File: config.mk
export PLATFORM = sky130hd
export DESIGN_NAME = bqclamp_cfg
export DESIGN_NICKNAME = d
export VERILOG_FILES = /design/src/design/bqclamp_pkg.sv /design/src/design/bqclamp_cfg.sv
export SDC_FILE = /design/constraint.sdc
export NUM_CORES = 1
export LEC_CHECK = 0
export BUFFER_PORTS_ARGS = -buffer_cell sky130_fd_sc_hd__buf_2
export CORE_MARGIN = 2
export CORE_UTILIZATION = 52
export CTS_CLUSTER_SIZE = 12
export DETAILED_ROUTE_END_ITERATION = 12
export GPL_TIMING_DRIVEN = 0
export HOLD_SLACK_MARGIN = 0.05
export PLACE_DENSITY = 0.78
export SLEW_MARGIN = 10
export SYNTH_ARGS = -nofsm -noshare
export SYNTH_HDL_FRONTEND = slang
export SYNTH_SLANG_ARGS = --single-unit
export TNS_END_PERCENT = 5
File: constraint.sdc
create_clock -name clk -period 1.45 [get_ports clk]
set_input_delay 0.2175 -clock clk [delete_from_list [all_inputs] [get_ports clk]]
set_output_delay 0.2175 -clock clk [all_outputs]
set_load 0.01 [all_outputs]
File: src/design/bqclamp_pkg.sv
// ---------------------------------------------------------------------------
// Biquad filter package
// Default widths, command and status codes, register indexes.
// ---------------------------------------------------------------------------
package bqclamp_pkg;

	// Default widths: Q16.16 samples, Q8.24 coefficients
	localparam int DEF_SAMPLE_WIDTH = 32;
	localparam int DEF_COEFF_WIDTH  = 32;
	localparam int COEFF_INT_BITS   = 8;

	// Request commands
	localparam logic CMD_FILTER  = 1'b0;
	localparam logic CMD_PRELOAD = 1'b1;

	// Clamp status reported with each result
	typedef enum logic [1:0] {
		CLIP_NONE  = 2'd0,
		CLIP_UPPER = 2'd1,
		CLIP_LOWER = 2'd2
	} clip_t;

	// Configuration register indexes
	localparam int CFG_INDEX_W = 3;
	localparam logic [CFG_INDEX_W-1:0] REG_FF_GAIN_0   = 3'd0;
	localparam logic [CFG_INDEX_W-1:0] REG_FF_GAIN_1   = 3'd1;
	localparam logic [CFG_INDEX_W-1:0] REG_FF_GAIN_2   = 3'd2;
	localparam logic [CFG_INDEX_W-1:0] REG_FB_GAIN_1   = 3'd3;
	localparam logic [CFG_INDEX_W-1:0] REG_FB_GAIN_2   = 3'd4;
	localparam logic [CFG_INDEX_W-1:0] REG_LOWER_LIMIT = 3'd5;
	localparam logic [CFG_INDEX_W-1:0] REG_UPPER_LIMIT = 3'd6;

endpackage

File: src/design/bqclamp_cfg.sv
// ---------------------------------------------------------------------------
// Biquad filter configuration registers
// Holds the five gains and the two output limits, written by index.
// ---------------------------------------------------------------------------
module bqclamp_cfg #(
	parameter int SAMPLE_WIDTH = bqclamp_pkg::DEF_SAMPLE_WIDTH,
	parameter int COEFF_WIDTH  = bqclamp_pkg::DEF_COEFF_WIDTH,
	parameter int CFG_WIDTH    = (SAMPLE_WIDTH > COEFF_WIDTH) ? SAMPLE_WIDTH : COEFF_WIDTH
) (
	input  logic                                clk,
	input  logic                                arst_n,
	input  logic                                cfg_we,
	input  logic [bqclamp_pkg::CFG_INDEX_W-1:0] cfg_index,
	input  logic [CFG_WIDTH-1:0]                cfg_wdata,
	output logic signed [COEFF_WIDTH-1:0]       ff_gain_0,
	output logic signed [COEFF_WIDTH-1:0]       ff_gain_1,
	output logic signed [COEFF_WIDTH-1:0]       ff_gain_2,
	output logic signed [COEFF_WIDTH-1:0]       fb_gain_1,
	output logic signed [COEFF_WIDTH-1:0]       fb_gain_2,
	output logic signed [SAMPLE_WIDTH-1:0]      lower_limit,
	output logic signed [SAMPLE_WIDTH-1:0]      upper_limit
);

	localparam int COEFF_FRAC = COEFF_WIDTH - bqclamp_pkg::COEFF_INT_BITS;

	// Unity gain in the coefficient format
	localparam logic [COEFF_WIDTH-1:0] UNITY_GAIN = COEFF_WIDTH'(1) << COEFF_FRAC;
	localparam logic [SAMPLE_WIDTH-1:0] MOST_NEG = {1'b1, {(SAMPLE_WIDTH-1){1'b0}}};
	localparam logic [SAMPLE_WIDTH-1:0] MOST_POS = {1'b0, {(SAMPLE_WIDTH-1){1'b1}}};

	logic [COEFF_WIDTH-1:0]  ff_gain_0_q, ff_gain_1_q, ff_gain_2_q, fb_gain_1_q, fb_gain_2_q;
	logic [SAMPLE_WIDTH-1:0] lower_limit_q, upper_limit_q;

	// Write the addressed register; drop writes beyond the register list
	always_ff @(posedge clk or negedge arst_n) begin
		if (!arst_n) begin
			ff_gain_0_q   <= UNITY_GAIN;
			ff_gain_1_q   <= '0;
			ff_gain_2_q   <= '0;
			fb_gain_1_q   <= '0;
			fb_gain_2_q   <= '0;
			lower_limit_q <= MOST_NEG;
			upper_limit_q <= MOST_POS;
		end else if (cfg_we) begin
			case (cfg_index)
				bqclamp_pkg::REG_FF_GAIN_0:   ff_gain_0_q   <= cfg_wdata[COEFF_WIDTH-1:0];
				bqclamp_pkg::REG_FF_GAIN_1:   ff_gain_1_q   <= cfg_wdata[COEFF_WIDTH-1:0];
				bqclamp_pkg::REG_FF_GAIN_2:   ff_gain_2_q   <= cfg_wdata[COEFF_WIDTH-1:0];
				bqclamp_pkg::REG_FB_GAIN_1:   fb_gain_1_q   <= cfg_wdata[COEFF_WIDTH-1:0];
				bqclamp_pkg::REG_FB_GAIN_2:   fb_gain_2_q   <= cfg_wdata[COEFF_WIDTH-1:0];
				bqclamp_pkg::REG_LOWER_LIMIT: lower_limit_q <= cfg_wdata[SAMPLE_WIDTH-1:0];
				bqclamp_pkg::REG_UPPER_LIMIT: upper_limit_q <= cfg_wdata[SAMPLE_WIDTH-1:0];
				default: ;
			endcase
		end
	end

	assign ff_gain_0   = signed'(ff_gain_0_q);
	assign ff_gain_1   = signed'(ff_gain_1_q);
	assign ff_gain_2   = signed'(ff_gain_2_q);
	assign fb_gain_1   = signed'(fb_gain_1_q);
	assign fb_gain_2   = signed'(fb_gain_2_q);
	assign lower_limit = signed'(lower_limit_q);
	assign upper_limit = signed'(upper_limit_q);

endmodule

; Word level (Yosys, flattened, before mapping)
; Cells that the tools add are included.
; W data, S select, Z words.
[word_totals]
ram_bits = 0
n_memories = 0
regBits = 224
output_inout_bits = 224
rom_bits = 0
input_bits = 38
latchBits = 0
elab_cells = 21
[classes]
mul = 0
addsub = 0
eq_ne = 6
n_shift = 0
div_mod_pow = 0
muxes = 0
n_lt_le_gt_ge = 0
bitwise = 0
reduce_logical = 8
[ops]
columns = cell, n
row1 = $reduce_and A2 Y1, 7
row2 = $eq A3 B3 Y1 const B, 3
row3 = $eq A3 B2 Y1 const B, 2
row4 = $eq A3 B1 Y1 const B, 1
row5 = $logic_not A3 Y1, 1

; Longest topological paths before layout
; Gate-level depths: netlist of the first run.
[logic_depth]
ltp_word = 2
ltp_mapped = 5
mapped_depth_nobuf = 2

; Worst setup path before layout of the first run
; OpenSTA, ideal clock, no wires.
[synth_timing]
path_kind = input-to-reg
from = input port cfg_index[0] (netlist name)
to = register fb_gain_2_q[12] (netlist: fb_gain_2[12])
n_path_buf = 3
required_ns = 1.325
arrival_time_ns = 1.269
setup_ns = 0.125
slack_ns = 0.057
path_stages = 5
path_cell_list = buf_2 > nor4bb_1 > buf_2 > buf_4 > mux2_2
[synth_between]
elab_chain_cells = 2
[synth_rtl]
columns = item, line_no
row1 = start: declaration, bqclamp_cfg.sv:13  ; input logic [bqclamp_pkg::CFG_INDEX_W-1:0] cfg_index,
row2 = $eq A3 B3 Y1, bqclamp_cfg.sv:45  ; case (cfg_index)
row3 = $reduce_and A2 Y1 (no source line), -
row4 = end signal: assignment, bqclamp_cfg.sv:50  ; bqclamp_pkg::REG_FB_GAIN_2: fb_gain_2_q <= cfg_wdata[COEFF_WIDTH-1:0];
row5 = end: declaration, bqclamp_cfg.sv:31  ; logic [COEFF_WIDTH-1:0] ff_gain_0_q, ff_gain_1_q, ff_gain_2_q, fb_gain_1_q, fb_gain_2_q;
; No other way between the ends.
; A chain may end at the register's enable or synchronous reset.

; Worst setup path after layout of the first run
[layout_timing]
from = register upper_limit_q[17] (netlist: upper_limit[17])
to = output port upper_limit[17]
[layout_lines]
columns = item, line_no
row1 = start: declaration, bqclamp_cfg.sv:32  ; logic [SAMPLE_WIDTH-1:0] lower_limit_q, upper_limit_q;
row2 = start signal: assignment, bqclamp_cfg.sv:52  ; bqclamp_pkg::REG_UPPER_LIMIT: upper_limit_q <= cfg_wdata[SAMPLE_WIDTH-1:0];
row3 = end: declaration, bqclamp_cfg.sv:21  ; output logic signed [SAMPLE_WIDTH-1:0] upper_limit
; No word-level cell between the ends.

==> results of run 1 <==
## registers in the layout (all words and copies together) (netlist names)
name	count
ff_gain_1	32
upper_limit	32
fb_gain_2	32
fb_gain_1	32
ff_gain_0	32
ff_gain_2	32
lower_limit	32
## cell type report
type	instances	area, um^2
sequential	224	5650
fill	1094	4740
multi-input combinational	231	2600
timing repair buffer	289	1640
clock buffer	40	712
tap	216	270
buffer	28	170
clock inverter	4	48.8
## cell usage in the layout (no fill, tap or decap), drive strengths merged
cell         instances
nor4bb               3
dfstp               33
clkbuf              40
clkinv               2
mux2               224
dfrtp              191
nand4b               3
bufinv               1
dlygate4sd3         31
buf                286
inv                  1
nor4b                1
## cells by family after synthesis
family	share of synthesized area
flops	0.671
mux	0.300
buf+inv	0.0202
simple gates	0.00951
## power by group through the flow
stage,clock [mW],sequential [mW],combinational [mW]
floorplan,0,9.20,1.26
global placement,0,8.45,3.90
detailed placement,0,8.56,4.03
CTS,5.99,8.47,4.11
global route,6.26,8.63,4.33
finish,5.87,8.47,4.06
## timing repair
| item | 4_1_cts | 5_1_grt |
|---|---|---|
| hold buffers | 31 | 0 |
| resized for setup | 0 | 1 |
| endpoints found under the hold margin | 266 | 0 |
| setup endpoints to repair | 0 | 122 |
## worst paths after layout
kind	start	end	slack, ns	cells after the start
worst min-delay path	cfg_wdata[0]	ff_gain_0[0]	0.07	2
worst min register to register	ff_gain_0[21]	ff_gain_0[21]	0.48	1
min in group asynchronous	arst_n	fb_gain_2[27]	0.27	2
worst max register to register	ff_gain_0[6]	ff_gain_0[6]	0.64	1
max in group asynchronous	arst_n	ff_gain_2[14]	0.21	3
worst max-delay path	upper_limit[17]	upper_limit[17]	0.05	1
## through the flow
step	power [mW]	hold slack, ns	util	setup slack, ns
final	18.4	0.0687	0.701	0.0518
after floorplan	10.5	-0.0781	-	0.0567
after detailed placement	12.6	0.301	0.633	-0.232
after global routing	19.2	0.0639	0.701	0.00286
after CTS	18.6	0.0560	0.700	0.0259
after global placement	12.4	0.462	0.630	-3.24
## layer usage
layer  global-route usage  vias to the layer above  wire (um)
li1                     -                     2341          -
met1                0.305                     2780       8380
met2                0.423                      203      10600
met3               0.0536                       45       1380
met4               0.0755                        0        608
met5                    0                        -          0
==> impl_metrics.py, run 1 <==
metrics = {
    "finish": {
        "syn_to_final_growth_pct": 31.7,
        "finalInstanceArea_um2": 11100,
        "antenna_cells": 0,
        "fin_nets": 836,
        "fin_cells": 1032,
        "drive_above_1_share": 0.658,
    },
    "timing": {
        "fin_crit_ns": 1.40,
        "fmax_ghz": 0.715,
        "report.final.slew_viol_count": 0,
        "rsz0062_at_grt": "false",
        "finClkSkew_ns": 0,
        "tns_ns": 0,
        "hold_violations": 0,
        "final-setup-viol-count": 0,
        "period_share": 0.964,
        "worst_pin_slew_ns": 0.630,
        "maxSlewHeadroom": 0.580,
    },
    "worst_hold_path": {
        "hold_path.class": "in -> reg",
    },
    "detailed_routing": {
        "dr_total_vias": 5369,
        "routed_via_density": 5.20,
        "drc": 0,
        "drtAntennaViolNets": 0,
        "drtIter0Drc": 209,
        "routed_wl_um": 21000,
        "post_drt_wl_per_cell_um": 20.3,
        "dr.pass1.iters": 4,
    },
    "synth": {
        "yosysTopAreaCellShare": 0.568,
        "synth_area_um2": 8420,
        "yosysUniqueCellTypes": 9,
        "synthesis.nets": 521,
        "syn-instance-count": 483,
        "synth_edf_count": 0,
        "ys_seq_area_frac": 0.671,
        "async_reset_ff_frac": 1.00,
        "synth_area_leaders": "dfrtp_1 (57%), mux2_2 (25%), dfstp_2 (10%)",
        "synth_ff_type": "dfrtp_1",
        "ys_top_cells_by_count": "dfrtp_1 (191), mux2_2 (185), mux2_1 (39), dfstp_2 (33), buf_2 (16)",
        "ys_ff_latch": 224,
        "yosys.area.top_type": "dfrtp_1",
        "avgSynthCellArea_um2": 17.4,
        "synth_most_common_cell": "dfrtp_1",
        "yosys_warnings": 0,
    },
    "setup_path": {
        "cp.arrival_ns": 1.18,
        "path_cells": "buf_2",
        "crit_family": "flip-flops",
        "cp.required_ns": 1.23,
        "start_kind": "flop",
        "cp_slowest_stage_delay_ns": 0.53,
        "crit_fanout": 2,
        "slowest_stage": "dfstp_2",
        "path_class": "reg -> out",
        "path_buf_inv": 1,
        "critPathCaptureType": "output pin",
    },
    "job": {
        "cap_violations": 0,
    },
    "die": {
        "die_h_um": 131,
        "ios": 262,
        "coreArea_um2": 15800,
        "die_x_um": 131,
        "die_area_um2": 17200,
        "initial_core_util": 0.532,
        "row_count": 46,
    },
    "clock_tree": {
        "clk_pin_slew_ns": 0.06,
        "cts_tree": "built",
        "cts-root-buf": "clkbuf_16",
        "numCtsBuffers": 24,
        "cts_buffer_depth": 3,
        "h-tree-depth": 1,
        "insertion_delay_ns": 0.50,
        "clock-sinks": 224,
        "postCtsSetupBuffers": 0,
    },
    "power": {
        "comb_power_share": 0.220,
        "clkPwrFrac": 0.319,
        "p_int_mw": 13.3,
        "leakage_nw": 5.29,
        "power.switching_mw": 5.09,
        "irDropWorstVdd_uv": 1100,
        "swShare": 0.276,
        "power_density_nw_per_um2": 1660,
        "sequentialPowerShare": 0.460,
    },
    "placement": {
        "io_buffers": 257,
        "placed_cells": 957,
        "hpwl_um": 14300,
        "postPlaceCellArea_um2": 10000,
        "place.gp.congestion": 0.762,
    },
    "grt": {
        "antenna_found_initial": 0,
        "grt_pass1_wl_um": 32800,
        "track_usage": 0.243,
        "gr-total-overflow": 0,
        "grt_max_degree": 123,
        "grt_pass1_vias": 5811,
    },
    "outcome": {
        "status": "finished, final reports clean",
    },
}
Note: power is estimated with default switching activity, not from simulation.
==> run 2: changes to the inputs <==
ABC_AREA = 1   (was not set)
HOLD_SLACK_MARGIN = not set   (was 0.05)
PLACE_DENSITY = not set   (was 0.78)
PLACE_DENSITY_LB_ADDON = 0.15   (was not set)
==> run 2 against run 1 <==
Final cell count is 47% higher. Wire length grew 24%. Power is 3.6% lower. Sequential cell count unchanged. Clock power up 2%. Core utilization shrank 2.1 points. Via count rose by 45%. Critical path type unchanged. Largest cell class unchanged. Largest power group unchanged.
==> impl_metrics.py, run 2 <==
metrics = {
    "outcome": {
        "status": "finished, final reports clean",
    },
    "synth": {
        "ys_ff_latch": 224,
        "async_reset_ff_frac": 1.00,
        "ys_top_cells_by_count": "nand2_1 (556), dfrtp_1 (191), nand3_1 (128), dfstp_2 (33), clkbuf_1 (29)",
        "synth_ff_type": "dfrtp_1",
        "yosys.area.top_type": "dfrtp_1",
        "yosysUniqueCellTypes": 12,
        "yosysTopAreaCellShare": 0.551,
        "synthesis.nets": 1015,
        "ys_seq_area_frac": 0.651,
        "yosys_warnings": 0,
        "avgSynthCellArea_um2": 8.88,
        "syn-instance-count": 977,
        "synth_edf_count": 0,
        "synth_area_leaders": "dfrtp_1 (55%), nand2_1 (24%), dfstp_2 (10%)",
        "synth_most_common_cell": "nand2_1",
        "synth_area_um2": 8680,
    },
    "setup_path": {
        "r2r-start": "upper_limit[20]",
        "crit_fanout": 2,
        "worstRegToRegCells": 2,
        "setup.reg_to_reg.worst_slack_ns": 0.70,
        "critPathCaptureType": "output pin",
        "r2r_end": "upper_limit[20]",
        "path_buf_inv": 1,
        "start_kind": "flop",
        "path_cells": "buf_2",
        "path_class": "reg -> out",
        "cp_slowest_stage_delay_ns": 0.54,
        "cp.required_ns": 1.23,
        "crit_family": "flip-flops",
        "slowest_stage": "dfstp_2",
        "cp.arrival_ns": 1.19,
    },
    "die": {
        "initial_core_util": 0.527,
        "die_h_um": 133,
        "die_area_um2": 17700,
        "row_count": 47,
        "die_x_um": 133,
        "coreArea_um2": 16500,
        "ios": 262,
    },
    "finish": {
        "final_cell_mix": "nand2_1 (556), buf_2 (285), dfrtp_1 (191)",
        "finalInstanceArea_um2": 11200,
        "fin_nets": 1313,
        "syn_to_final_growth_pct": 28.9,
        "drive_above_1_share": 0.279,
        "regArea_um2": 5650,
        "antenna_cells": 0,
        "fillers": 1377,
        "multi_input_area_um2": 2770,
        "final_common_cell": "nand2_1",
    },
    "detailed_routing": {
        "post_drt_wl_per_cell_um": 17.2,
        "dr_total_vias": 7767,
        "drtIter0Drc": 615,
        "drtAntennaViolNets": 0,
        "routed_wl_um": 26000,
        "drc": 0,
        "routed_via_density": 5.13,
        "dr.pass1.iters": 5,
    },
    "clock_tree": {
        "cts_buffer_depth": 3,
        "numCtsBuffers": 24,
        "cts_hold_buf": 9,
        "h-tree-depth": 1,
        "ctsResizeCount": 0,
        "cts_tree": "built",
        "cts-root-buf": "clkbuf_16",
        "clk_pin_slew_ns": 0.06,
        "clock-sinks": 224,
        "insertion_delay_ns": 0.50,
        "postCtsSetupBuffers": 0,
    },
    "grt": {
        "grt_max_degree": 103,
        "grt_pass1_vias": 7242,
        "gr-total-overflow": 0,
        "grt_pass1_wl_um": 40200,
        "antenna_found_initial": 0,
        "track_usage": 0.289,
    },
    "placement": {
        "postPlaceCellArea_um2": 10300,
        "hpwl_um": 17500,
        "io_buffers": 261,
        "place.gp.congestion": 0.822,
    },
    "timing": {
        "report.final.slew_viol_count": 0,
        "fin_hold_ws_ns": 0.0104,
        "fin_crit_ns": 1.41,
        "rsz0062_at_grt": "false",
        "tns_ns": 0,
        "worst_pin_slew_ns": 0.644,
        "fmax_ghz": 0.711,
        "finClkSkew_ns": 0,
        "final-setup-viol-count": 0,
        "period_share": 0.970,
        "hold_violations": 0,
        "maxSlewHeadroom": 0.569,
    },
    "power": {
        "power_density_nw_per_um2": 1590,
        "irDropWorstVdd_uv": 1120,
        "leakage_nw": 6.44,
        "p_total_mw": 17.7,
    },
    "worst_hold_path": {
        "hp-start": "cfg_wdata[29]",
        "whs_path_depth": 3,
        "whs_endpoint": "upper_limit[29]",
        "hold_path.class": "in -> reg",
    },
    "job": {
        "cap_violations": 0,
    },
}
[run 2: cell types whose count changed after synthesis, sizes merged]
cell,previous run,this run
mux2,224,0
clkbuf,0,29
nor2,0,7
nand4b,3,0
nand3,0,128
nand2,0,556
buf,28,27
inv,0,6
nor4bb,3,0
nor4b,1,0
[run 2: cell families after synthesis]
| logic type | after synthesis | synth area share |
|---|---|---|
| buffers and inverters | 62 | 0.0304 |
| flip-flops | 224 | 0.651 |
| AND/OR/NAND/NOR | 691 | 0.319 |
[run 2: worst max path at each step]
stage                               start              end  slack, ns  depth (start not counted)
after global placement             arst_n  lower_limit[25]      -3.70                          1
after detailed placement     cfg_index[0]  lower_limit[29]      -0.12                          7
final                     upper_limit[22]  upper_limit[22]       0.04                          1
after floorplan                    cfg_we    ff_gain_1[11]       0.47                          6
after CTS                 lower_limit[31]  lower_limit[31]       0.03                          1
after global routing      upper_limit[22]  upper_limit[22]       0.02                          1
[run 2: stage by stage]
step	cells	worst slack, ns	util
after floorplan	977	0.473	-
after global placement	1458	-3.70	0.623
after detailed placement	1460	-0.121	0.627
after CTS	1513	0.0331	0.679
after global routing	1513	0.0239	0.679
final	1513	0.0432	0.679
[run 2: final cells by class]
type | count | area share
buffer | 56 | 0.0216
clock buffer | 41 | 0.0649
clock inverter | 3 | 0.00392
inverter | 6 | 0.00201
multi-input combinational | 691 | 0.247
sequential | 224 | 0.505
tap | 220 | 0.0246
timing repair buffer | 272 | 0.131
[run 2: report_power, final]
part / switching (mW) / internal [mW]
combinational: 2.22 / 1.37
clock: 2.39 / 3.57
sequential: 0.639 / 7.55
[run 2: routing by layer]
layer  vias to the layer above  track usage  wire [um]
met1                      3751        0.428      11300
li1                       3639            -          -
met5                         -            0          0
met3                        50       0.0540       2230
met4                         0       0.0922        706
met2                       327        0.439      11800
[run 2: worst reg2reg max path: cells and delay by family (launching register included)]
kind	cells	cell delay (ns)
DFF	1	0.53
and+or+nand+nor	2	0.16
==> run 3: changes to the inputs <==
CORE_UTILIZATION = 51   (was 52)
clock period = 1.4 ns   (was 1.45 ns; I/O delays follow)
==> run 3 against run 2 <==
Clock power is 4.4% higher. Die area increased by 1.9%. Count of clock-buffer cells in the layout down 1. Final cell count up 0.66%. Highest routed layer unchanged. Wire length increased by 2.2%. First-iteration DRC count decreased by 0.81%. Via count increased by 1.2%. Combinational power grew 5%. Final area rose by 0.96%. Critical path type unchanged.
==> impl_metrics.py, run 3 (same netlist as run 2, synthesis figures left out) <==
metrics = {
    "finish": {
        "fin_cells": 1523,
        "finalInstanceArea_um2": 11300,
        "fin_nets": 1323,
        "final_common_cell": "nand2_1",
        "drive_above_1_share": 0.279,
        "syn_to_final_growth_pct": 30.1,
        "final_util": 0.681,
        "antenna_cells": 0,
        "final_cell_mix": "nand2_1 (556), buf_2 (285), dfrtp_1 (191)",
    },
    "setup_path": {
        "cp_slowest_stage_delay_ns": 0.53,
        "crit_family": "flip-flops",
        "worstRegToRegCells": 2,
        "r2r_end": "upper_limit[22]",
        "r2r-start": "upper_limit[22]",
        "crit_fanout": 2,
        "cp.depth": 1,
        "slowest_stage": "dfstp_2",
        "path_cells": "buf_2",
        "setup.reg_to_reg.worst_slack_ns": 0.66,
        "cp.arrival_ns": 1.17,
        "path_class": "reg -> out",
        "start_kind": "flop",
        "cp.required_ns": 1.19,
        "critPathCaptureType": "output pin",
        "path_buf_inv": 1,
    },
    "die": {
        "ios": 262,
        "die_area_um2": 18100,
        "die_x_um": 134,
        "initial_core_util": 0.523,
        "row_count": 47,
        "die_h_um": 134,
        "coreArea_um2": 16600,
    },
    "placement": {
        "hpwl_um": 17900,
        "place_ws_ns": -0.215,
        "postPlaceCellArea_um2": 10300,
        "place.gp.congestion": 0.849,
        "io_buffers": 261,
        "placed_cells": 1460,
    },
    "detailed_routing": {
        "dr.pass1.iters": 5,
        "drtAntennaViolNets": 0,
        "routed_wl_um": 26600,
        "routed_via_density": 5.16,
        "drtIter0Drc": 610,
        "drc": 0,
        "post_drt_wl_per_cell_um": 17.4,
        "dr_total_vias": 7858,
    },
    "clock_tree": {
        "postCtsSetupBuffers": 0,
        "insertion_delay_ns": 0.50,
        "cts-root-buf": "clkbuf_16",
        "numCtsBuffers": 24,
        "cts_buffer_depth": 3,
        "cts_tree": "built",
        "ctsResizeCount": 0,
        "clock-sinks": 224,
        "clk_pin_slew_ns": 0.06,
        "h-tree-depth": 1,
    },
    "grt": {
        "gr-total-overflow": 0,
        "antenna_found_initial": 0,
        "grt_max_degree": 106,
        "grt_pass1_vias": 7359,
        "track_usage": 0.294,
        "grt_pass1_wl_um": 41200,
    },
    "worst_hold_path": {
        "hold_path.class": "in -> reg",
        "whs_path_depth": 3,
        "hp-start": "cfg_wdata[17]",
        "whs_endpoint": "upper_limit[17]",
    },
    "power": {
        "power_density_nw_per_um2": 1630,
        "leakage_nw": 6.49,
        "irDropWorstVdd_uv": 1000,
        "p_total_mw": 18.5,
    },
    "timing": {
        "tns_ns": 0,
        "period_share": 0.985,
        "worst_slack_ns": 0.0204,
        "maxSlewHeadroom": 0.505,
        "fmax_ghz": 0.725,
        "finClkSkew_ns": 0,
        "report.final.slew_viol_count": 0,
        "hold_violations": 0,
        "rsz0062_at_grt": "false",
        "fin_crit_ns": 1.38,
        "fin_hold_ws_ns": 0.00998,
        "worst_pin_slew_ns": 0.739,
        "final-setup-viol-count": 0,
    },
    "outcome": {
        "status": "finished, final reports clean",
    },
    "job": {
        "cap_violations": 0,
    },
}
==> run 3: cell types whose count changed in the layout (fill, tap and decap cells not counted), sizes merged <==
cell | before | now
dlygate4sd3 | 9 | 19
clkinv | 2 | 3
clkbuf | 70 | 69
==> run 3: worst max path at each step <==
stage / start / to
finish: lower_limit[31] / lower_limit[31]
global placement: arst_n / lower_limit[22]
floorplan: cfg_we / ff_gain_1[11]
global route: upper_limit[21] / upper_limit[21]
detailed placement: cfg_index[0] / lower_limit[23]
CTS: upper_limit[0] / upper_limit[0]
==> run 3: final cells by class <==
type	instances	area, um^2
buffer	56	241
fill	1379	5290
tap	220	275
clock buffer	40	732
inverter	6	22.5
clock inverter	4	45.0
multi-input combinational	691	2770
timing repair buffer	282	1560
sequential	224	5650
==> run 3: timing repair <==
item / 4_1_cts / 5_1_grt
endpoints found under the hold margin: 209 / 0
endpoints found under the setup margin: 0 / 0
hold buffers: 19 / 0
==> run 3: worst min-delay path: stages <==
cell     delay [ns]
buf_2          0.17
nand2_1        0.08
nand2_1        0.05
==> run 3: layer usage <==
layer	GRT usage	wire length, um
met3	0.0567	2150
met1	0.424	11400
met2	0.461	12300
met5	0	0
met4	0.0842	685
==> run 3: where the power goes <==
part | switching [mW] | internal (mW) | total [mW] | leakage, nW
logic | 2.32 | 1.44 | 3.76 | 3.36
clock network | 2.48 | 3.73 | 6.22 | 0.382
registers | 0.660 | 7.82 | 8.48 | 2.75
total | 5.46 | 13.0 | 18.5 | 6.49
